File: src/hdl/deque_indexed_delete_dump_unit_macros.svh
// ----------------------------------------------------------------------------
// Assertion macros for the deque block
// Concurrent checks, left empty when SYNTHESIS is defined.
// ----------------------------------------------------------------------------
`ifndef DEQUE_INDEXED_DELETE_DUMP_UNIT_MACROS_SVH
`define DEQUE_INDEXED_DELETE_DUMP_UNIT_MACROS_SVH

`ifndef SYNTHESIS
// same-cycle implication
`define DQD_ASSERT_IMP(lbl, ck, rs, ante, cons) \
  lbl: assert property (@(posedge ck) disable iff (!rs) (ante) |-> (cons)) \
    else $error("dqd: same-cycle check failed");
// next-cycle implication
`define DQD_ASSERT_NXT(lbl, ck, rs, ante, cons) \
  lbl: assert property (@(posedge ck) disable iff (!rs) (ante) |=> (cons)) \
    else $error("dqd: next-cycle check failed");
`else
`define DQD_ASSERT_IMP(lbl, ck, rs, ante, cons)
`define DQD_ASSERT_NXT(lbl, ck, rs, ante, cons)
`endif

`endif

File: src/hdl/dqd_pkg.sv
// ----------------------------------------------------------------------------
// dqd_pkg
// Shared constants, codes and helpers for the deque block.
// ----------------------------------------------------------------------------
package dqd_pkg;

  localparam int CAPACITY_DEF   = 32;
  localparam int DATA_WIDTH_DEF = 32;
  localparam int OPERAND_W      = 32;
  localparam int ELEMENT_W      = 32;
  localparam int IN_USER_W      = 2;
  localparam int OUT_USER_W     = 4;

  typedef enum logic [1:0] {
    CMD_PUSH_FRONT = 2'd0,
    CMD_PUSH_BACK  = 2'd1,
    CMD_DELETE     = 2'd2,
    CMD_KEEP       = 2'd3
  } cmd_t;

  typedef enum logic [1:0] {
    ST_DONE    = 2'd0,
    ST_FULL    = 2'd1,
    ST_BAD_POS = 2'd2
  } status_t;

  // address width for a store of n entries, never below one bit
  function automatic int addr_w(input int n);
    return (n > 1) ? $clog2(n) : 1;
  endfunction

endpackage

File: src/hdl/dqd_ram.sv
// ----------------------------------------------------------------------------
// dqd_ram
// Simple dual-port store: one write and one registered read per cycle.
// ----------------------------------------------------------------------------
module dqd_ram #(
  parameter int DEPTH = dqd_pkg::CAPACITY_DEF,
  parameter int WIDTH = dqd_pkg::DATA_WIDTH_DEF
) (
  input  logic                               clk,
  input  logic                               we,
  input  logic [dqd_pkg::addr_w(DEPTH)-1:0]  waddr,
  input  logic [WIDTH-1:0]                   wdata,
  input  logic                               re,
  input  logic [dqd_pkg::addr_w(DEPTH)-1:0]  raddr,
  output logic [WIDTH-1:0]                   rdata
);
  import dqd_pkg::*;

  logic [WIDTH-1:0] mem [DEPTH];
  logic [WIDTH-1:0] rdata_r;

  // read data holds until the next read
  always_ff @(posedge clk) begin
    if (we) begin
      mem[waddr] <= wdata;
    end
    if (re) begin
      rdata_r <= mem[raddr];
    end
  end

  assign rdata = rdata_r;

endmodule

File: src/hdl/deque_indexed_delete_dump_unit.sv
// A request is taken only while the block is idle and the read latch is
// drained; the block then applies the command, moves each of the
// count - pos - 1 entries behind a position deleted inside the list one slot
// forward with a read step and a write step, and dumps the list both ways
// (2 * count results, or 2 for an empty list). The single read
// port of the list store sets the dump at one result per cycle while the output
// is not stalled; the output register lets the last result drain while the next request is applied.
// ----------------------------------------------------------------------------
// deque_indexed_delete_dump_unit
// Circular-store deque with push front/back, delete at position, and a
// front-to-back plus back-to-front dump of the list after every request.
// ----------------------------------------------------------------------------
`include "deque_indexed_delete_dump_unit_macros.svh"

module deque_indexed_delete_dump_unit #(
  parameter int CAPACITY   = dqd_pkg::CAPACITY_DEF,
  parameter int DATA_WIDTH = dqd_pkg::DATA_WIDTH_DEF
) (
  input  logic                              clk,
  input  logic                              rst_n,
  input  logic                              in_tvalid,
  output logic                              in_tready,
  input  logic [dqd_pkg::OPERAND_W-1:0]     in_tdata,   // [31:0] operand
  input  logic [dqd_pkg::IN_USER_W-1:0]     in_tuser,   // [1:0] command
  output logic                              out_tvalid,
  input  logic                              out_tready,
  output logic [dqd_pkg::ELEMENT_W-1:0]     out_tdata,  // [31:0] element
  output logic [dqd_pkg::OUT_USER_W-1:0]    out_tuser,  // [0] backward, [1] present,
                                                        // [3:2] status
  output logic                              out_tlast   // pass_end
);
  import dqd_pkg::*;

  localparam int IW = addr_w(CAPACITY);
  localparam int CW = $clog2(CAPACITY + 1);
  localparam logic [IW-1:0] LAST_SLOT = IW'(CAPACITY - 1);
  localparam logic [CW-1:0] CAP_CNT   = CW'(CAPACITY);

  typedef enum logic [2:0] {
    S_IDLE,
    S_EXEC,
    S_SH_RD,
    S_SH_WR,
    S_DUMP
  } state_t;

  function automatic logic [IW-1:0] slot_of(input logic [IW-1:0] hd,
                                            input logic [IW-1:0] i);
    logic [IW:0] s;
    s = {1'b0, hd} + {1'b0, i};
    if (s >= (IW+1)'(CAPACITY)) begin
      s = s - (IW+1)'(CAPACITY);
    end
    return s[IW-1:0];
  endfunction

  state_t                 state_r,     state_nxt;
  logic [IW-1:0]          head_r,      head_nxt;
  logic [CW-1:0]          count_r,     count_nxt;
  cmd_t                   cmd_r,       cmd_nxt;
  logic [OPERAND_W-1:0]   opnd_r,      opnd_nxt;
  status_t                status_r,    status_nxt;
  logic [IW-1:0]          idx_r,       idx_nxt;
  logic                   back_r,      back_nxt;
  logic                   hold_v_r,    hold_v_nxt;
  logic                   hold_back_r, hold_back_nxt;
  logic                   hold_pres_r, hold_pres_nxt;
  logic                   hold_last_r, hold_last_nxt;
  logic                   out_valid_r, out_valid_nxt;
  logic [ELEMENT_W-1:0]   out_data_r,  out_data_nxt;
  logic [OUT_USER_W-1:0]  out_user_r,  out_user_nxt;
  logic                   out_last_r,  out_last_nxt;

  logic                   wr_en;
  logic [IW-1:0]          wr_addr;
  logic [DATA_WIDTH-1:0]  wr_data;
  logic                   rd_en;
  logic [IW-1:0]          rd_addr;
  logic [DATA_WIDTH-1:0]  rd_data;

  logic                   out_take;
  logic                   empty;
  logic                   pass_last;
  logic [IW-1:0]          head_dec;
  logic [IW-1:0]          head_inc;

  dqd_ram #(
    .DEPTH (CAPACITY),
    .WIDTH (DATA_WIDTH)
  ) u_store (
    .clk   (clk),
    .we    (wr_en),
    .waddr (wr_addr),
    .wdata (wr_data),
    .re    (rd_en),
    .raddr (rd_addr),
    .rdata (rd_data)
  );

  assign in_tready = (state_r == S_IDLE) && !hold_v_r;
  assign out_take  = !out_valid_r || out_tready;
  assign empty     = (count_r == '0);
  assign head_dec  = (head_r == '0) ? LAST_SLOT : head_r - IW'(1);
  assign head_inc  = (head_r == LAST_SLOT) ? '0 : head_r + IW'(1);
  assign pass_last = empty || (back_r ? (idx_r == '0)
                                      : (CW'(idx_r) == count_r - CW'(1)));

  always_comb begin
    state_nxt     = state_r;
    head_nxt      = head_r;
    count_nxt     = count_r;
    cmd_nxt       = cmd_r;
    opnd_nxt      = opnd_r;
    status_nxt    = status_r;
    idx_nxt       = idx_r;
    back_nxt      = back_r;
    hold_v_nxt    = hold_v_r && !out_take;
    hold_back_nxt = hold_back_r;
    hold_pres_nxt = hold_pres_r;
    hold_last_nxt = hold_last_r;
    out_valid_nxt = out_valid_r;
    out_data_nxt  = out_data_r;
    out_user_nxt  = out_user_r;
    out_last_nxt  = out_last_r;
    wr_en         = 1'b0;
    wr_addr       = head_dec;
    wr_data       = DATA_WIDTH'(opnd_r);
    rd_en         = 1'b0;
    rd_addr       = slot_of(head_r, idx_r);

    // output register refills from the read latch
    if (out_take) begin
      out_valid_nxt = hold_v_r;
      if (hold_v_r) begin
        out_data_nxt = hold_pres_r ? ELEMENT_W'($signed(rd_data)) : '0;
        out_user_nxt = {status_r, hold_pres_r, hold_back_r};
        out_last_nxt = hold_last_r;
      end
    end

    case (state_r)
      S_IDLE: begin
        if (in_tvalid && in_tready) begin
          cmd_nxt   = cmd_t'(in_tuser);
          opnd_nxt  = in_tdata;
          state_nxt = S_EXEC;
        end
      end
      S_EXEC: begin
        status_nxt = ST_DONE;
        idx_nxt    = '0;
        back_nxt   = 1'b0;
        state_nxt  = S_DUMP;
        case (cmd_r)
          CMD_PUSH_FRONT: begin
            if (count_r == CAP_CNT) begin
              status_nxt = ST_FULL;
            end else begin
              head_nxt  = head_dec;
              wr_en     = 1'b1;
              wr_addr   = head_dec;
              count_nxt = count_r + CW'(1);
            end
          end
          CMD_PUSH_BACK: begin
            if (count_r == CAP_CNT) begin
              status_nxt = ST_FULL;
            end else begin
              wr_en     = 1'b1;
              wr_addr   = slot_of(head_r, IW'(count_r));
              count_nxt = count_r + CW'(1);
            end
          end
          CMD_DELETE: begin
            // negative positions are huge when read unsigned
            if (opnd_r >= OPERAND_W'(count_r)) begin
              status_nxt = ST_BAD_POS;
            end else if (opnd_r == '0) begin
              head_nxt  = head_inc;
              count_nxt = count_r - CW'(1);
            end else if (CW'(IW'(opnd_r)) + CW'(1) < count_r) begin
              idx_nxt   = IW'(opnd_r);
              state_nxt = S_SH_RD;
            end else begin
              count_nxt = count_r - CW'(1);
            end
          end
          CMD_KEEP: begin
          end
          default: begin
          end
        endcase
      end
      S_SH_RD: begin
        rd_en     = 1'b1;
        rd_addr   = slot_of(head_r, idx_r + IW'(1));
        state_nxt = S_SH_WR;
      end
      S_SH_WR: begin
        // close the gap one entry at a time: slot(i) <= slot(i+1)
        wr_en   = 1'b1;
        wr_addr = slot_of(head_r, idx_r);
        wr_data = rd_data;
        if (CW'(idx_r) + CW'(2) < count_r) begin
          idx_nxt   = idx_r + IW'(1);
          state_nxt = S_SH_RD;
        end else begin
          count_nxt = count_r - CW'(1);
          idx_nxt   = '0;
          back_nxt  = 1'b0;
          state_nxt = S_DUMP;
        end
      end
      S_DUMP: begin
        // issue only when the latch will be free next cycle
        if (!hold_v_r || out_take) begin
          rd_en         = !empty;
          hold_v_nxt    = 1'b1;
          hold_back_nxt = back_r;
          hold_pres_nxt = !empty;
          hold_last_nxt = pass_last;
          if (pass_last) begin
            if (!back_r) begin
              back_nxt = 1'b1;
              idx_nxt  = empty ? '0 : IW'(count_r - CW'(1));
            end else begin
              idx_nxt   = '0;
              state_nxt = S_IDLE;
            end
          end else begin
            idx_nxt = back_r ? idx_r - IW'(1) : idx_r + IW'(1);
          end
        end
      end
      default: begin
        state_nxt = S_IDLE;
      end
    endcase
  end

  always_ff @(posedge clk) begin
    if (!rst_n) begin
      state_r     <= S_IDLE;
      head_r      <= '0;
      count_r     <= '0;
      idx_r       <= '0;
      back_r      <= 1'b0;
      hold_v_r    <= 1'b0;
      out_valid_r <= 1'b0;
    end else begin
      state_r     <= state_nxt;
      head_r      <= head_nxt;
      count_r     <= count_nxt;
      idx_r       <= idx_nxt;
      back_r      <= back_nxt;
      hold_v_r    <= hold_v_nxt;
      out_valid_r <= out_valid_nxt;
    end
    cmd_r       <= cmd_nxt;
    opnd_r      <= opnd_nxt;
    status_r    <= status_nxt;
    hold_back_r <= hold_back_nxt;
    hold_pres_r <= hold_pres_nxt;
    hold_last_r <= hold_last_nxt;
    out_data_r  <= out_data_nxt;
    out_user_r  <= out_user_nxt;
    out_last_r  <= out_last_nxt;
  end

  assign out_tvalid = out_valid_r;
  assign out_tdata  = out_data_r;
  assign out_tuser  = out_user_r;
  assign out_tlast  = out_last_r;

  `DQD_ASSERT_IMP(a_ptr_range, clk, rst_n, 1'b1, count_r <= CAP_CNT && head_r <= LAST_SLOT)
  `DQD_ASSERT_IMP(a_no_clobber, clk, rst_n, hold_v_r && !out_take, !rd_en)
  `DQD_ASSERT_IMP(a_no_write_in_dump, clk, rst_n, state_r == S_DUMP, !wr_en)
  `DQD_ASSERT_NXT(a_push_grows, clk, rst_n, state_r == S_EXEC && cmd_r == CMD_PUSH_BACK && count_r != CAP_CNT, count_r == $past(count_r) + CW'(1))

endmodule
File: config.mk
export PLATFORM = sky130hd
export DESIGN_NAME = deque_indexed_delete_dump_unit
export DESIGN_NICKNAME = d
export VERILOG_FILES = /design/src/hdl/dqd_pkg.sv /design/src/hdl/dqd_ram.sv /design/src/hdl/deque_indexed_delete_dump_unit.sv
export VERILOG_INCLUDE_DIRS = /design/src /design/src/hdl
export SDC_FILE = /design/constraint.sdc
export NUM_CORES = 1
export LEC_CHECK = 0
export BUFFER_PORTS_ARGS = -buffer_cell sky130_fd_sc_hd__buf_2
export CAP_MARGIN = 15
export CORE_ASPECT_RATIO = 1.1
export CORE_MARGIN = 2
export CORE_UTILIZATION = 45
export CTS_CLUSTER_DIAMETER = 60
export DETAILED_ROUTE_END_ITERATION = 8
export PLACE_DENSITY = 0.56
export SYNTH_ARGS = -nofsm -noshare
export SYNTH_HDL_FRONTEND = slang
export SYNTH_SLANG_ARGS = --single-unit
File: constraint.sdc
create_clock -name clk -period 5.25 [get_ports clk]
set_input_delay 0.525 -clock clk [delete_from_list [all_inputs] [get_ports clk]]
set_output_delay 0.525 -clock clk [all_outputs]
set_load 0.01 [all_outputs]
# Yosys cells after proc, flatten, opt, wreduce, memory -nomap -nowiden

Memory sizes are Yosys's and may differ from the RTL's. A register that Yosys moved wholly into a read port is not among the register bits.
Index checks and enable logic that the tools add are counted.

Logic and storage cells: 145
Bits in writable memories: 1,024
Output and inout bits: 39
Input bits: 38
Memories: 1
Bits in registers: 98

Memories:

| name        | words | width | read ports | clocked after Yosys merged registers in | write ports | line          | source |
|---|---|---|---|---|---|---|---|
| u_store.mem | 32    | 32    | 1          | 1                                       | 1           | dqd_ram.sv:19 | `logic [WIDTH-1:0] mem [DEPTH];` |

Reductions and logical operators: 28
Add/subtract/negate cells: 14
Mux-type cells: 59
Order comparisons: 6
Eq/ne operators: 21

Operators with widths:

| cell                                                      | number |
|---|---|
| two-way mux 5 bit                                         | 21 |
| greater-or-equal comparator 32 x 6 -> 1 bit               | 1 |
| logical NOT 32 bit                                        | 1 |
| two-way mux 32 bit                                        | 1 |
| two-way mux 6 bit                                         | 5 |
| two-way mux 3 bit                                         | 9 |
| subtractor 5 x 1 -> 5 bit (second input constant)         | 5 |
| one-hot mux 6 bit (2 select lines)                        | 2 |
| one-hot mux 5 bit (2 select lines)                        | 2 |
| adder 5 x 5 -> 6 bit                                      | 3 |
| greater-or-equal comparator 6 bit (second input constant) | 3 |
| one-hot mux 3 bit (5 select lines)                        | 1 |
| one-hot mux 5 bit (3 select lines)                        | 1 |
| inequality test 2 bit (second input constant)             | 7 |
| < comparator 6 bit                                        | 2 |
| two-way mux 1 bit                                         | 12 |
| adder 5 x 1 -> 5 bit (second input constant)              | 2 |
| logical NOT 5 bit                                         | 2 |
| inequality test 3 bit (second input constant)             | 3 |
| AND reduction 2 bit                                       | 4 |
| AND reduction 4 bit                                       | 2 |
| adder 5 x 1 -> 6 bit (second input constant)              | 1 |
| adder 5 x 2 -> 6 bit (second input constant)              | 1 |
| adder 6 x 1 -> 6 bit (second input constant)              | 1 |
| other kinds (26)                                          | 36 |

# Logic depth before layout (Yosys ltp)

Depth in word-level cells: 7
Depth in mapped cells: 14

# Cells and area by module

From an unflattened synthesis, not the netlist that was laid out.

Cell total of the unflattened synthesis: 2,858
Area, all modules: 46,758.6 sq um

By module, submodules not included:

| module                         | cells an instance | area an instance (sq um) | sequential area each (sq um) | times used |
|---|---|---|---|---|
| dqd_ram                        | 2,260             | 40,812.9                 | 31,710.4                     | 1 |
| deque_indexed_delete_dump_unit | 598               | 5,945.7                  | 2,722.6                      | 1 |

# Worst setup path before layout

Ideal clock, no wire load.

Path kind: register -> register
From: reg head_r[0]
To: mem u_store.mem[9][0] in the netlist's numbering (enable)
Library setup time: 421 ps
Clock period less this slack: 4,533 ps
Arrival: 4,112 ps
Required time: 4,829 ps
Setup slack: 717 ps
Stages on the path, launching flop included: 12
Path through: dfxtp_1 > ha_1 > inv_1 > fa_1 > clkbuf_1 > clkbuf_1 > clkbuf_1 > clkbuf_1 > nand2_1 > o21ai_0 > nand3_1 > nor2_1

Cells in the longest elaborated chain, start to end: 6

RTL lines:

| item                                                                                  | line                                                                       | source |
|---|---|---|
| from (decl)                                                                           | deque_indexed_delete_dump_unit.sv:58                                       | `logic [IW-1:0] head_r, head_nxt;` |
| from (signal assigned)                                                                | deque_indexed_delete_dump_unit.sv:252                                      | `head_r <= head_nxt;` |
| adder 5 x 5 -> 6 bit                                                                  | deque_indexed_delete_dump_unit.sv:50                                       | `s = {1'b0, hd} + {1'b0, i};` |
| subtractor 5 x 1 -> 5 bit / greater-or-equal comparator 6 bit (equally long branches) | deque_indexed_delete_dump_unit.sv:52, deque_indexed_delete_dump_unit.sv:51 |  |
| two-way mux 5 bit                                                                     | deque_indexed_delete_dump_unit.sv:51                                       | `if (s >= (IW+1)'(CAPACITY)) begin` |
| two-way mux 5 bit                                                                     | deque_indexed_delete_dump_unit.sv:166                                      | `if (count_r == CAP_CNT) begin` |
| two-way mux 5 bit                                                                     | n/a                                                                        |  |
| one-hot mux 5 bit (2 select lines) *                                                  | deque_indexed_delete_dump_unit.sv:141                                      | `case (state_r)` |
| to (decl)                                                                             | dqd_ram.sv:19                                                              |  |

Mark *: on every way between the ends. The rest lies on a longest branch, timed or not.

# Worst setup path after layout

From: reg count_r[1]
To: mem u_store.mem[17][9] in the netlist's numbering (enable)

Cells in the longest elaborated chain, start to end: 6

RTL lines:

| item                                                                           | line                                                                                                               | source |
|---|---|---|
| from (decl)                                                                    | deque_indexed_delete_dump_unit.sv:59                                                                               | `logic [CW-1:0] count_r, count_nxt;` |
| from (signal assigned)                                                         | deque_indexed_delete_dump_unit.sv:253                                                                              | `count_r <= count_nxt;` |
| adder 5 x 5 -> 6 bit / equality test 6 bit (equally long branches)             | deque_indexed_delete_dump_unit.sv:50, deque_indexed_delete_dump_unit.sv:156, deque_indexed_delete_dump_unit.sv:166 |  |
| subtractor 5 x 1 -> 5 bit (tied with other cells)                              | deque_indexed_delete_dump_unit.sv:52                                                                               | `s = s - (IW+1)'(CAPACITY);` |
| two-way mux 5 bit / two-way mux 1 bit (equally long branches)                  | n/a                                                                                                                |  |
| two-way mux 5 bit / one-hot mux 1 bit (2 select lines) (equally long branches) | deque_indexed_delete_dump_unit.sv:166, deque_indexed_delete_dump_unit.sv:141                                       |  |
| two-way mux 5 bit / two-way mux 1 bit (equally long branches)                  | n/a                                                                                                                |  |
| one-hot mux 5 bit (2 select lines) / two-way mux 1 bit (equally long branches) | deque_indexed_delete_dump_unit.sv:141, dqd_ram.sv:25                                                               |  |

Parallel ways exist; a longest one is shown, timed or not.

==> results.env <==
GRT.TOTAL_USAGE_PCT=25.7
IOS=77
SYNTH-EDFF-COUNT=1132
SYNTH.TOP_CELLS.BY_COUNT='1132 x sky130_fd_sc_hd__edfxtp_1, 867 x sky130_fd_sc_hd__nand2_1, 498 x sky130_fd_sc_hd__nand3_1'
OUTCOME='complete, no violations'
ROUTED_ANTENNA_NETS=0
AREA_DELTA_SYNTH_FINAL_PCT=14.7
DRC_ERRORS=0
CRITICAL_PATH_DEPTH=10
CTS_NUM_SINKS=1154
CTSHTREEMAXLEVEL=3
CRITPATHMAXSTAGEDELAY_PS=610
CTS_TREE='built'
TIMING.CRITICAL_PATH.SLOWEST_STAGE_CELL='sky130_fd_sc_hd__nor2_4'
SETUP.REG_TO_REG.WORST_SLACK_PS=710
WORST_SETUP_START_KIND='flip-flop'
POWER-PER-CELL-AREA_nW_PER_UM2=410
ANTENNA_VIOLATIONS_BEFORE_REPAIR=0
PRE_CTS_SLACK_PS=843
DPL.CELL_COUNT=5161
SETUP_REPAIR_AFTER_GLOBAL_ROUTING_MISSED_ITS_MARGIN='no'
STATIC-LEAKAGE-POWER_nW=19.1
WORST_PIN_SLEW_PS=1160
SETUP-VIOLATIONS-FINAL=0
PLACE.DETAILED.HPWL_UM=83600
WORSTREGTOREGCELLS=10
FIN_SKEW_PS=36.3
CLOCK_INSERTION_DELAY_WORST_SKEW_PS=740
DRT-PASS1-ITER-COUNT=8
STDCELL_COUNT=5424
WORST_HOLD_PATH.NUM_CELLS=4
SYNTH_AREA_LEADER_CELL='sky130_fd_sc_hd__edfxtp_1'
CRIT_CHAIN='inv_1, ha_1, or4b_1, o211ai_2, nor3_1, a211oi_1, nor2b_1, nand3_1, nor2_4, buf_12'
GRT_PASS1_VIAS=31238
NFILLCELLS=9172
INITIAL_UTILIZATION_PCT=45.5
DRV_CAP=0
SYNTH_NETS=3921
SYNTH-SEQ-CELLS=1154
LAYOUT_SETUP_WS_PS=711
CRITPATHTOPFAMILY='simple AND/OR/NAND/NOR gates'
CLK_PIN_SLEW_PS=60
GP_ROUTABILITY_CONGESTION=0.897
STD_CELL_ROWS=126
SYNTHESIS.YOSYS.WARNINGS=0
SETUP-TNS-FINAL_PS=0
DRT_ITER0_MARKERS=3505
DIE_HEIGHT_UM=350
HORIZONTAL_DIE_DIMENSION_UM=318
HOLD_PATH.CLASS='in2reg'
ROUTE.DETAILED.WL_PER_INST_UM=26.8
ROUTED_WL_UM=146000
WORST-PATH-BUF-INV=2
PATH_CLASS='reg2reg'
FINALNETCOUNT=3997
POST-ROUTE-MIN-PERIOD_PS=4540
ROUTED_VIA_COUNT=32733
MIN_PERIOD_OVER_PERIOD_PCT=86.5
WORST_EP_REQUIRED_TIME_PS=5670
CTSROOTBUFFERMASTER='sky130_fd_sc_hd__clkbuf_16'
REPORT.FINAL.HOLD_VIOL_COUNT=0
IO_BUFFER_COUNT=76
HOLD_WS_PS=160
FLOORPLAN.CORE_AREA_UM2=108000
NUMBER_OF_INSTANCES_IN_THE_SYNTHESIZED_NETLIST=3838
CRIT_PATH_MAX_FANOUT=18
PEAKVDDDROP_mV=0.328
YOSYS.CELL_COUNT.TOP_TYPE='sky130_fd_sc_hd__edfxtp_1'
SYNTH_SEQUENTIAL_AREA_RATIO_PCT=70.4
SYN_AVG_CELL_AREA_UM2=12.8
SYNTH_AREA_LEADERS='sky130_fd_sc_hd__edfxtp_1 69%, sky130_fd_sc_hd__nand2_1 6.6%, sky130_fd_sc_hd__nand3_1 5.1%'
NETLIST_AREA_UM2=48900
CTS-BUFFERS-INSERTED=120
RELSLEWSLACK_PCT=22.3
GRT_PASS1_WL_UM=213000
ROUTED_VIA_DENSITY=6.03
WORST-ENDPOINT-ARRIVAL_PS=4960
DIEAREA_UM2=111000
DOMINANTREGCELLSYNTH='sky130_fd_sc_hd__edfxtp_1'
CLOCK_PATH_BUFFERS=3
POSTSYNTH.ASYNCRESETSHARE_PCT=0
ANTENNADIODECOUNT=0
CTS_RESIZED=0
LARGEST_NET_DEGREE_AT_THE_START_OF_GLOBAL_ROUTING=180
WORST_SETUP_PATH_END_KIND='flip-flop'
POST_ROUTE_CELLS_DRIVE_ABOVE_1_SHARE_PCT=11.2
GLOBALROUTEOVERFLOWTOTAL=0
SYNTH_TOP_AREA_SHARE_PCT=69.5
MAXCLOCKFREQUENCY_MHz=220
POST_SYNTH_NUM_CELL_TYPES=63
MAXSLEWVIOLCOUNT=0
## placed cells by master (no fill, tap or decap), types with 64 or more instances in the layout
cell type / count
sky130_fd_sc_hd__a21oi_1: 81
sky130_fd_sc_hd__nand4_1: 67
sky130_fd_sc_hd__nand3_1: 498
sky130_fd_sc_hd__edfxtp_1: 1132
sky130_fd_sc_hd__buf_2: 76
sky130_fd_sc_hd__nand2_1: 867
sky130_fd_sc_hd__buf_4: 91
sky130_fd_sc_hd__nor2b_1: 69
sky130_fd_sc_hd__clkbuf_16: 121
sky130_fd_sc_hd__mux2i_1: 106
sky130_fd_sc_hd__a31oi_1: 135
sky130_fd_sc_hd__a2111oi_0: 64
sky130_fd_sc_hd__a311oi_1: 64
## sequential cells by signal (all words and copies together) (netlist names), 2 cells and up
name and flops:
u_store.mem 1024, count_r 6, opnd_r 32, idx_r 5, out_tuser 4, u_store.rdata 32, status_r 2, out_tdata 32
cmd_r 2, head_r 5, state_r 3
## worst paths after layout
path / from / to
setup / recovery: count_r[1]$_SDFFE_PN0P_ / u_store.mem[17][9]$_DFFE_PP_
hold / removal: out_tready / out_tvalid$_SDFFE_PN0P_
setup reg to reg: count_r[1]$_SDFFE_PN0P_ / u_store.mem[17][9]$_DFFE_PP_
hold reg to reg: hold_back_r$_DFFE_PP_ / out_tuser[0]$_DFFE_PP_
## per-layer routing
metal / part of all wire (%) / GRT usage (%) / up-vias / wire [um]
met5: 0 / 0 / - / 0
met4: 3.5 / 9.37 / 0 / 5030
met3: 6.2 / 2.92 / 237 / 9020
met2: 47 / 42.0 / 1268 / 69100
met1: 43 / 35.8 / 16573 / 62400
li1: - / - / 14655 / -
## cell families after synthesis
logic type                 synth area share, %
and+or+nand+nor                           15.2
xor gates and xnor gates                 0.642
AOI/OAI and AO/OA                         7.64
DFF                                       70.4
adders and majority gates                 1.20
buffers and inverters                     2.61
muxes                                     2.33
## worst reg2reg max path, stage by stage (launching register included)
cell and delay [ps]:
sky130_fd_sc_hd__dfxtp_1 360, sky130_fd_sc_hd__inv_1 240, sky130_fd_sc_hd__ha_1 360, sky130_fd_sc_hd__or4b_1 550
sky130_fd_sc_hd__o211ai_2 440, sky130_fd_sc_hd__nor3_1 110, sky130_fd_sc_hd__a211oi_1 500, sky130_fd_sc_hd__nor2b_1 380
sky130_fd_sc_hd__nand3_1 400, sky130_fd_sc_hd__nor2_4 620, sky130_fd_sc_hd__buf_12 280
## cell type report
class | count | area (um2) | area share, %
Clock buffer | 142 | 3110 | 5.53
Tap cell | 1408 | 1760 | 3.14
Inverter | 28 | 105 | 0.187
Timing Repair Buffer | 238 | 2170 | 3.86
Multi-Input combinational cell | 2372 | 13700 | 24.4
Clock inverter | 82 | 908 | 1.62
Sequential cell | 1154 | 34400 | 61.3
## through the flow
step	utilization [%]	total power, mW	area, um2
2_1_floorplan	-	13.1	48900
3_3_place_gp	48.0	14.4	51700
3_5_place_dp	48.1	14.5	51700
4_1_cts	52.1	23.1	56000
5_1_grt	52.2	23.8	56200
6_report	52.2	23.0	56200
## where the power goes
| group | total (mW) | switching [mW] | internal (mW) |
|---|---|---|---|
| registers | 10.5 | 0.0974 | 10.4 |
| logic | 3.85 | 2.68 | 1.17 |
| clock network | 8.70 | 3.71 | 4.99 |
| total | 23.0 | 6.48 | 16.5 |
## what timing repair did
action	CTS	global route
endpoints found under the hold margin	34	0
setup endpoints to repair	0	0
hold buffers	34	0
setup buffers	0	0
No activity file was read; power rests on OpenSTA's default activity.
